## src/design/tsgd_pkg.sv

```systemverilog
// ----------------------------------------------------------------------------
// Three-phase sine gate driver package
// Shared constants, codes, record types and helper functions for the block.
// ----------------------------------------------------------------------------
`default_nettype none

package tsgd_pkg;

  // Sine table and phase accumulator geometry.
  localparam int TABLE_DEPTH = 720;
  localparam int IDX_W       = $clog2(TABLE_DEPTH);
  localparam int FRAC_W      = 16;
  localparam int ACC_W       = IDX_W + FRAC_W;
  localparam int WRAP_INT    = TABLE_DEPTH * 65536;

  localparam logic [ACC_W-1:0] ACC_WRAP   = ACC_W'(WRAP_INT);
  localparam logic [ACC_W-1:0] THIRD_TURN = ACC_W'(WRAP_INT / 3);
  localparam logic [ACC_W-1:0] TWO_THIRDS = ACC_W'((WRAP_INT / 3) * 2);

  // Frequency step per unit of speed, reduced into the accumulator range.
  localparam int PHASE_GAIN  = 17572;
  localparam int SPEED_RESET = 60;
  localparam logic [ACC_W-1:0] GAIN_STEP  = ACC_W'(PHASE_GAIN % WRAP_INT);
  localparam logic [ACC_W-1:0] STEP_RESET = ACC_W'((PHASE_GAIN * SPEED_RESET) % WRAP_INT);

  // Field widths fixed by the interface.
  localparam int GATE_W  = 6;
  localparam int DATA_W  = 8;
  localparam int INDEX_W = 10;

  localparam logic [GATE_W-1:0] GATE_ALL_OFF = '1;
  localparam logic [DATA_W-1:0] SPEED_MAX    = '1;
  localparam logic [DATA_W-1:0] SPEED_INIT   = DATA_W'(SPEED_RESET);

  // Configuration register reset values.
  localparam logic [DATA_W-1:0] UPPER_THR_RESET   = 8'd129;
  localparam logic [DATA_W-1:0] LOWER_THR_RESET   = 8'd125;
  localparam logic [DATA_W-1:0] UPPER_GUARD_RESET = 8'd200;
  localparam logic [DATA_W-1:0] LOWER_GUARD_RESET = 8'd10;

  // Result queue depth.
  localparam int RQ_DEPTH = 4;
  localparam int RQ_PTR_W = $clog2(RQ_DEPTH);

  typedef enum logic [1:0] {
    OP_TICK  = 2'd0,
    OP_POLL  = 2'd1,
    OP_WRITE = 2'd2,
    OP_NONE  = 2'd3
  } op_t;

  typedef enum logic [1:0] {
    REG_UPPER_THR   = 2'd0,
    REG_LOWER_THR   = 2'd1,
    REG_UPPER_GUARD = 2'd2,
    REG_LOWER_GUARD = 2'd3
  } reg_idx_t;

  typedef struct packed {
    logic [DATA_W-1:0] upper_thr;
    logic [DATA_W-1:0] lower_thr;
    logic [DATA_W-1:0] upper_guard;
    logic [DATA_W-1:0] lower_guard;
  } cfg_t;

  // One queued outcome: either a pair of gate words or a single one.
  typedef struct packed {
    logic              two;
    logic [GATE_W-1:0] gate_first;
    logic [GATE_W-1:0] gate_final;
    logic              enabled;
    logic [DATA_W-1:0] speed;
  } rec_t;

  typedef struct packed {
    logic tick_push;
    rec_t tick_rec;
    logic stat_push;
    rec_t stat_rec;
  } push_t;

  // Addition modulo the accumulator wrap; both operands are below the wrap.
  function automatic logic [ACC_W-1:0] wrap_add(input logic [ACC_W-1:0] a,
                                                input logic [ACC_W-1:0] b);
    logic [ACC_W:0] sum;
    sum = {1'b0, a} + {1'b0, b};
    if (sum >= {1'b0, ACC_WRAP}) begin
      sum = sum - {1'b0, ACC_WRAP};
    end
    return sum[ACC_W-1:0];
  endfunction

  // Subtraction modulo the accumulator wrap; both operands are below the wrap.
  function automatic logic [ACC_W-1:0] wrap_sub(input logic [ACC_W-1:0] a,
                                                input logic [ACC_W-1:0] b);
    logic [ACC_W-1:0] diff;
    diff = a - b;
    if (a < b) begin
      diff = diff + ACC_WRAP;
    end
    return diff;
  endfunction

  // Conducting sides of one phase: bit 0 high side, bit 1 low side.
  function automatic logic [1:0] phase_on(input logic [DATA_W-1:0] sample,
                                          input logic [DATA_W-1:0] upper,
                                          input logic [DATA_W-1:0] lower);
    logic hi_on;
    logic lo_on;
    hi_on = (sample > upper);
    lo_on = !hi_on && (sample < lower);
    return {lo_on, hi_on};
  endfunction

endpackage

`default_nettype wire

```

## src/design/tsgd_resq.sv

```systemverilog
// ----------------------------------------------------------------------------
// Result queue
// Holds item outcomes and presents them one result transfer at a time.
// ----------------------------------------------------------------------------
`default_nettype none

module tsgd_resq (
  input  wire logic                         clk,
  input  wire logic                         rst,
  input  wire tsgd_pkg::push_t              push,
  output logic                              rq_room,
  output logic                              out_valid,
  input  wire logic                         out_ready,
  output logic [tsgd_pkg::GATE_W-1:0]       gate_word,
  output logic                              last_of_run,
  output logic                              motor_enabled,
  output logic [tsgd_pkg::DATA_W-1:0]       speed_value
);

  tsgd_pkg::rec_t q [tsgd_pkg::RQ_DEPTH];

  logic [tsgd_pkg::RQ_PTR_W-1:0] wp, rp;
  logic [tsgd_pkg::RQ_PTR_W:0]   count, count_next;
  logic                          second;
  logic                          show_first;
  logic                          xfer;
  logic                          pop;
  logic [tsgd_pkg::RQ_PTR_W-1:0] stat_wp;
  logic [tsgd_pkg::RQ_PTR_W:0]   n_push;
  tsgd_pkg::rec_t                head;

  assign head       = q[rp];
  assign out_valid  = (count != '0);
  assign show_first = head.two && !second;
  assign xfer       = out_valid && out_ready;
  assign pop        = xfer && !show_first;

  assign gate_word     = show_first ? head.gate_first : head.gate_final;
  assign last_of_run   = !show_first;
  assign motor_enabled = head.enabled;
  assign speed_value   = head.speed;

  // Room for a finishing tick, a status outcome and one tick still in flight.
  assign rq_room = (count <= (tsgd_pkg::RQ_PTR_W+1)'(tsgd_pkg::RQ_DEPTH - 3));

  assign stat_wp    = push.tick_push ? wp + 1'b1 : wp;
  assign n_push     = (tsgd_pkg::RQ_PTR_W+1)'(push.tick_push) +
                      (tsgd_pkg::RQ_PTR_W+1)'(push.stat_push);
  assign count_next = count + n_push - (tsgd_pkg::RQ_PTR_W+1)'(pop);

  always_ff @(posedge clk) begin
    if (rst) begin
      wp     <= '0;
      rp     <= '0;
      count  <= '0;
      second <= 1'b0;
    end else begin
      wp    <= wp + n_push[tsgd_pkg::RQ_PTR_W-1:0];
      count <= count_next;
      if (pop) begin
        rp     <= rp + 1'b1;
        second <= 1'b0;
      end else if (xfer) begin
        second <= 1'b1;
      end
    end
    if (push.tick_push) begin
      q[wp] <= push.tick_rec;
    end
    if (push.stat_push) begin
      q[stat_wp] <= push.stat_rec;
    end
  end

endmodule

`default_nettype wire

```

## config.mk

```make
export PLATFORM = sky130hd
export DESIGN_NAME = tsgd_resq
export DESIGN_NICKNAME = d
export VERILOG_FILES = /design/src/design/tsgd_pkg.sv /design/src/design/tsgd_resq.sv
export SDC_FILE = /design/constraint.sdc
export NUM_CORES = 1
export LEC_CHECK = 0
export BUFFER_PORTS_ARGS = -buffer_cell sky130_fd_sc_hd__buf_2
export CORE_ASPECT_RATIO = 1.75
export CORE_MARGIN = 8
export CORE_UTILIZATION = 29
export DETAILED_ROUTE_END_ITERATION = 10
export PLACE_DENSITY = 0.55
export SKIP_CTS_REPAIR_TIMING = 1
export SLEW_MARGIN = 20
export SYNTH_ARGS = -nofsm -noshare
export SYNTH_HDL_FRONTEND = slang
export SYNTH_SLANG_ARGS = --single-unit
```

## constraint.sdc

```tcl
create_clock -name clk -period 3.8 [get_ports clk]
set_clock_uncertainty 0.1 [all_clocks]
set_input_delay 0.19 -clock clk [delete_from_list [all_inputs] [get_ports clk]]
set_output_delay 0.19 -clock clk [all_outputs]
set_load 0.005 [all_outputs]
```

==> results.ini, run 1 <==
[status]
status = completed

[setup_path]
slowest_delay_ns = 0.77
r2r_cells = 6
worstSetupEndpointType = flip-flop
crit_required_ns = 3.79
slowest_stage = o21ai_4
crit_fanout = 23
path_class = reg2reg
r2r_slack_ns = 1.01
critPathLaunchType = flip-flop
cp.arrival_ns = 2.78
cp_top_family = compound AO/OA/AOI/OAI gates
cp.depth = 6
cp_cell_sequence = inv_1 > ha_1 > and3_1 > o21ai_4 > nand2_1 > buf_4
path_buf_inv = 2

[pwr]
peakVddDrop_mv = 0.220
pwr-share-comb = 0.296
sw_frac_of_total = 0.283
p_leak_nw = 2.28
seqPwrFrac = 0.435
p_per_area_nw_per_um2 = 551
p_switching_mw = 0.949
internal_power_mw = 2.41
pwr-share-clk = 0.270

[drt]
drtIter0Drc = 86
firstDrtPassIters = 4
wl_per_cell_um = 19.4
drc = 0
ant_nets = 0
vias = 2832
avgViaCountPerCell = 4.65
drt-total-wl_um = 11800

[timing]
finalSetupViolations = 0
worst_pin_slew_ns = 0.962
min_period_over_period = 0.733
fmax_mhz = 359
fin_crit_ns = 2.79
relSlewSlack = 0.356
grt_setup_unrepaired = false
drv_slew = 0
fin_setup_tns_ns = 0
timing_hold_violations_final = 0

[finish]
final_cell_mix = edfxtp_1 (88), mux2_1 (72), buf_2 (66)
multi_input_area_um2 = 2220
seq_area_um2 = 2840
diodes = 0
final_util = 0.342
layout_commonest_cell = edfxtp_1
synthToLayoutAreaGrowth_pct = 16.9
fin_nets = 429
drive_above_1_share = 0.373
fillers = 1736

[synthesis]
syn-instance-count = 298
ys_seq_area_frac = 0.545
ys_types = 34
avgSynthCellArea_um2 = 17.5
synth-seq-cells = 98
netlist_area_um2 = 5210
yosysWarnings = 0
syn-num-nets = 357

[die]
io-pin-count = 67
start_util = 0.293
die_x_um = 117
die_area_um2 = 22700
die_h_um = 193
core_area_um2 = 17800
num_rows = 65

[clock_network]
clk_latency_ns = 0.34
clk_transition_reported_paths_ns = 0.06
cts_buffer_depth = 2
cts_buffers = 9
cts_htree_levels = 3
cts.sinks = 98
cts-root-buf = clkbuf_16
cts_tree = done

[place]
gp_congestion = 0.723
place_hpwl_um = 8190
placement.io_buffers = 66

[worst_hold_path]
min_path_type = in2reg
min_path_cells = 2

[global_route]
antenna_found_initial = 0
grt.total_usage = 0.108
grt_pass1_vias = 3283
grt_max_degree = 24
grt.overflow.total = 0
grt_pass1_wl_um = 18500

[job]
drv_cap = 0

==> per-stage QoR <==
stage	area [um2]	instances	hold WS (ns)	setup WS [ns]	power [mW]
finish	6100	609	0.0623	1.01	3.36
global route	6100	609	0.0738	0.832	3.54
CTS	6100	609	0.0520	0.943	3.42
detailed placement	5800	593	0.371	0.962	2.51
global placement	5800	593	0.364	1.00	2.48
floorplan	5210	298	0.291	1.39	2.18
==> state kept, by name, summed over array words and instances (netlist names), named ones only <==
register  count
count         3
q            88
rp            2
second        1
wp            2
==> cell families (layout without fill, tap and decap cells) <==
kind of cell / count (synthesis) / in the layout / share of synthesized area
compound gates: 10 / 10 / 0.0216
buf+inv: 24 / 101 / 0.0341
fa+ha+maj: 10 / 10 / 0.0254
xor+xnor: 4 / 4 / 0.00672
simple gates: 31 / 31 / 0.0336
flops: 98 / 98 / 0.545
mux: 121 / 121 / 0.333
==> synthesized netlist by cell type, drive strengths merged <==
cell	n	area share
mux2	99	0.23
edfxtp	88	0.51
mux4	22	0.10
buf	15	0.028
dfxtp	10	0.038
ha	9	0.022
nand2	9	0.0065
inv	8	0.0058
nor2	6	0.0043
nor2b	5	0.0060
o21ai	4	0.0067
and3b	3	0.0050
nor3b	3	0.0053
xnor2	3	0.0050
a221oi	2	0.0067
a21oi	1	0.00096
a22oi	1	0.0041
and2b	1	0.0014
and3	1	0.0012
clkbuf	1	0.00072
fa	1	0.0038
nor3	1	0.00096
o311ai	1	0.0017
o31ai	1	0.0014
or3	1	0.0012
or3b	1	0.0017
xor2	1	0.0017
==> layer usage <==
layer / track usage / share of wire
met4: 0.0464 / 0.018
met3: 0.0213 / 0.028
met5: 0 / 0
met1: 0.110 / 0.38
met2: 0.206 / 0.57
==> worst paths after layout <==
kind | startpoint | endpoint
max | wp[0] | q[2][9]
min | rst | second
max reg2reg | wp[0] | q[2][9]
min reg2reg | second | second
==> power groups by stage <==
stage                     sequential, mW  clock, mW  combinational [mW]
after CTS                           1.46      0.931                1.03
after floorplan                     1.44          0               0.735
after global routing                1.48      0.965                1.10
after detailed placement            1.49          0                1.03
after global placement              1.48          0                1.01
final                               1.46      0.904               0.993
==> cell type report <==
class                   instances  area share
multi-input cells             176       0.365
clock buffers                   9      0.0369
repair buffers                 77      0.0677
well taps                     234      0.0480
inverters                       8     0.00493
flip-flops and latches         98       0.467
clock inverters                 7      0.0111
Note: power is estimated with default switching activity, not from simulation.
==> run 2, diff against run 1 <==
--- a/config.mk
+++ b/config.mk
@@ -5,12 +5,13 @@
 export SDC_FILE = /design/constraint.sdc
 export NUM_CORES = 1
 export LEC_CHECK = 0
+export ABC_AREA = 1
 export BUFFER_PORTS_ARGS = -buffer_cell sky130_fd_sc_hd__buf_2
 export CORE_ASPECT_RATIO = 1.75
 export CORE_MARGIN = 8
 export CORE_UTILIZATION = 29
 export DETAILED_ROUTE_END_ITERATION = 10
-export PLACE_DENSITY = 0.55
+export PLACE_DENSITY = 0.56
 export SKIP_CTS_REPAIR_TIMING = 1
 export SLEW_MARGIN = 20
 export SYNTH_ARGS = -nofsm -noshare
==> constraint.sdc (replaced) <==
create_clock -name clk -period 2.4 [get_ports clk]
set_clock_uncertainty 0.1 [all_clocks]
set_input_delay 0.12 -clock clk [delete_from_list [all_inputs] [get_ports clk]]
set_output_delay 0.12 -clock clk [all_outputs]
set_load 0.005 [all_outputs]
==> results.ini, run 2 <==
[setup_path]
cp.arrival_ns = 2.40  ; -0.38 ns
r2r_cells = 12  ; +6
r2r_slack_ns = 0.18  ; -0.84 ns
worstSetupEndpointType = flip-flop
crit_required_ns = 2.58  ; -1.21 ns
critPathLaunchType = flip-flop
path_class = reg2reg
crit_fanout = 8  ; -65%
r2r-end = count[2]
crit_end = count[2]

[finish]
synthToLayoutAreaGrowth_pct = 17.5
multi_input_area_um2 = 1960  ; -12%
reg_top3 = q (88), count (3)
top_register = q
fillers = 1791  ; +3.2%
fin_nets = 658  ; +53%
final_cell_mix = nand2_1 (116), edfxtp_1 (88), o21ai_0 (66), buf_2 (66), nor2_1 (51)
drive_above_1_share = 0.257  ; -0.117
layout_commonest_cell = nand2_1
largest_register_ffs = 88  ; unchanged
seq_area_um2 = 2840  ; about the same
diodes = 0  ; unchanged

[timing]
min_period_over_period = 0.927  ; +0.193
fmax_mhz = 450  ; +25%
whs_ns = -0.00949  ; -0.0718 ns
relSlewSlack = 0.804  ; +0.448
worst_pin_slew_ns = 0.294  ; -0.668 ns
finalSetupViolations = 0  ; unchanged
fin_crit_ns = 2.22  ; -0.563 ns
grt_setup_unrepaired = false
timing_hold_violations_final = 2  ; +2
fin_setup_tns_ns = 0  ; unchanged
drv_slew = 0  ; unchanged

[worst_hold_path]
hp-start = push[35]
min_path_type = in2reg

[clock_network]
clk_latency_ns = 0.34  ; about the same
cts_buffer_depth = 2  ; unchanged
clk_transition_reported_paths_ns = 0.07  ; about the same
cts_buffers = 9  ; unchanged
cts-root-buf = clkbuf_16
cts_tree = done
cts.sinks = 98  ; unchanged
cts_htree_levels = 3  ; unchanged

[synthesis]
synthAdderAreaFrac = 0.0254  ; -0.0000548
yosysWarnings = 0  ; unchanged
synth_top_area_cell = edfxtp_1
netlist_area_um2 = 5230  ; +0.22%
avgSynthCellArea_um2 = 9.78  ; -44%
yosys.area_share.simple = 0.148  ; +0.114
synthFlopType = edfxtp_1
yosys-top-cells-area = edfxtp_1 (51%), nand2_1 (8.4%), o21ai_2 (7.4%)
ys_types = 27  ; -21%
ys_seq_area_frac = 0.544  ; -0.00118
ys_top_cells_by_count = nand2_1 (117), edfxtp_1 (88), o21ai_0 (66)
syn-num-nets = 593  ; +66%
synth_top_area_share = 0.506  ; -0.00109
synth_top_family_by_area = compound AO/OA/AOI/OAI gates
synthArstFlopShare = 0  ; unchanged
synth_edf_count = 88  ; unchanged
synth-seq-cells = 98  ; unchanged
synth_xor_area_frac = 0.00862  ; +0.00190
synth.mux.area_fraction = 0  ; -0.333
yosysMostFrequentCell = nand2_1
synth_compound_area_frac = 0.193  ; +0.171
syn-instance-count = 534  ; +79%

[job]
drv_cap = 0  ; unchanged

[die]
start_util = 0.293  ; +0.000632
die_area_um2 = 22700  ; +0.19%
die_h_um = 194  ; about the same
io-pin-count = 67  ; unchanged
core_area_um2 = 17800  ; unchanged
num_rows = 65  ; unchanged
die_x_um = 117  ; about the same

[pwr]
seqPwrFrac = 0.412  ; -0.023
internal_power_mw = 3.69  ; +53%
sw_frac_of_total = 0.332  ; +0.0497
p_leak_nw = 2.57  ; +13%
peakVddDrop_mv = 0.371  ; +68%
p_switching_mw = 1.84  ; +93%
pwr-share-clk = 0.257  ; -0.013
p_per_area_nw_per_um2 = 900  ; +63%
pwr-share-comb = 0.330  ; +0.034

[global_route]
grt_max_degree = 45  ; +88%
antenna_found_initial = 0  ; unchanged
grt_pass1_vias = 4142  ; +26%
grt.total_usage = 0.119  ; +0.0107
grt_pass1_wl_um = 21100  ; +14%
grt.overflow.total = 0  ; unchanged

[drt]
ant_nets = 0  ; unchanged
drc = 0  ; unchanged
drtIter0Drc = 188  ; +120%
firstDrtPassIters = 4  ; unchanged
avgViaCountPerCell = 4.69  ; +0.77%
wl_per_cell_um = 15.6  ; -20%
drt-total-wl_um = 13100  ; +11%
vias = 3927  ; +39%

[status]
violations = negative hold slack
status = finished with violations

[place]
placement.io_buffers = 66  ; unchanged
gp_congestion = 0.802  ; +11%
place_hpwl_um = 9300  ; +14%

==> run 2: cell types whose count changed in the layout (fill, tap and decap cells not counted), sizes merged, moves of 5 or more <==
cell,before,now
buf,77,84
clkbuf,9,15
inv,10,48
mux2,99,0
mux4,22,0
nand2,9,122
nand3,0,11
nor2,6,52
nor2b,5,0
o21ai,4,134
o22ai,0,21
==> run 2: cell families (layout without fill, tap and decap cells) <==
logic type      count (synthesis)  in the layout
buf+inv                        78            148
fa+ha+maj                      10             10
simple gates                  185            185
flops                          98             98
compound gates                160            160
xor+xnor                        3              3
==> run 2: final cells by class <==
cell class,instances,share of cell area
clock buffer,15,0.0473
multi-input combinational,358,0.319
sequential,98,0.463
timing repair buffer,85,0.0917
inverter,47,0.0296
clock inverter,1,0.00102
tap,234,0.0477
==> run 2: critical path, cell delays in order (launching register included) <==
cell and delay (ns):
dfxtp_1 0.44, inv_4 0.06, nand2_1 0.07, nand3_1 0.08, nand2_2 0.17, a21oi_1 0.12, ha_1 0.29, inv_1 0.04
ha_1 0.18, fa_1 0.35, inv_1 0.08, o21ai_0 0.09, a21oi_1 0.11
==> run 2: power groups by stage <==
stage	clock network, mW	logic, mW	registers, mW
floorplan	0	1.19	2.29
global placement	0	1.82	2.30
detailed placement	0	1.86	2.32
CTS	1.45	1.87	2.28
global route	1.50	2.05	2.30
finish	1.42	1.82	2.28
==> run 2: metrics by stage <==
step | std cells | util | worst slack [ns] | cell area [um2] | power (mW)
global route | 838 | 0.345 | 0.00566 | 6140 | 5.85
finish | 838 | 0.345 | 0.176 | 6140 | 5.52
global placement | 821 | 0.327 | 0.267 | 5830 | 4.12
detailed placement | 821 | 0.327 | 0.166 | 5830 | 4.18
floorplan | 534 | - | 0.00456 | 5230 | 3.48
CTS | 837 | 0.344 | 0.153 | 6130 | 5.60
==> run 2: how the worst min path moves through the flow <==
stage | depth (start not counted) | to | slack, ns
floorplan | 1 | count[0] | 0.09
detailed placement | 2 | wp[0] | 0.25
global route | 3 | q[3][12] | 0.002
CTS | 2 | wp[0] | -0.12
finish | 3 | q[3][12] | -0.009
global placement | 2 | count[0] | 0.24
==> run 2: metal layers <==
layer  share of wire  track usage
met1            0.37        0.115
met2            0.56        0.231
met3           0.037       0.0201
met4           0.032       0.0630
met5               0            0
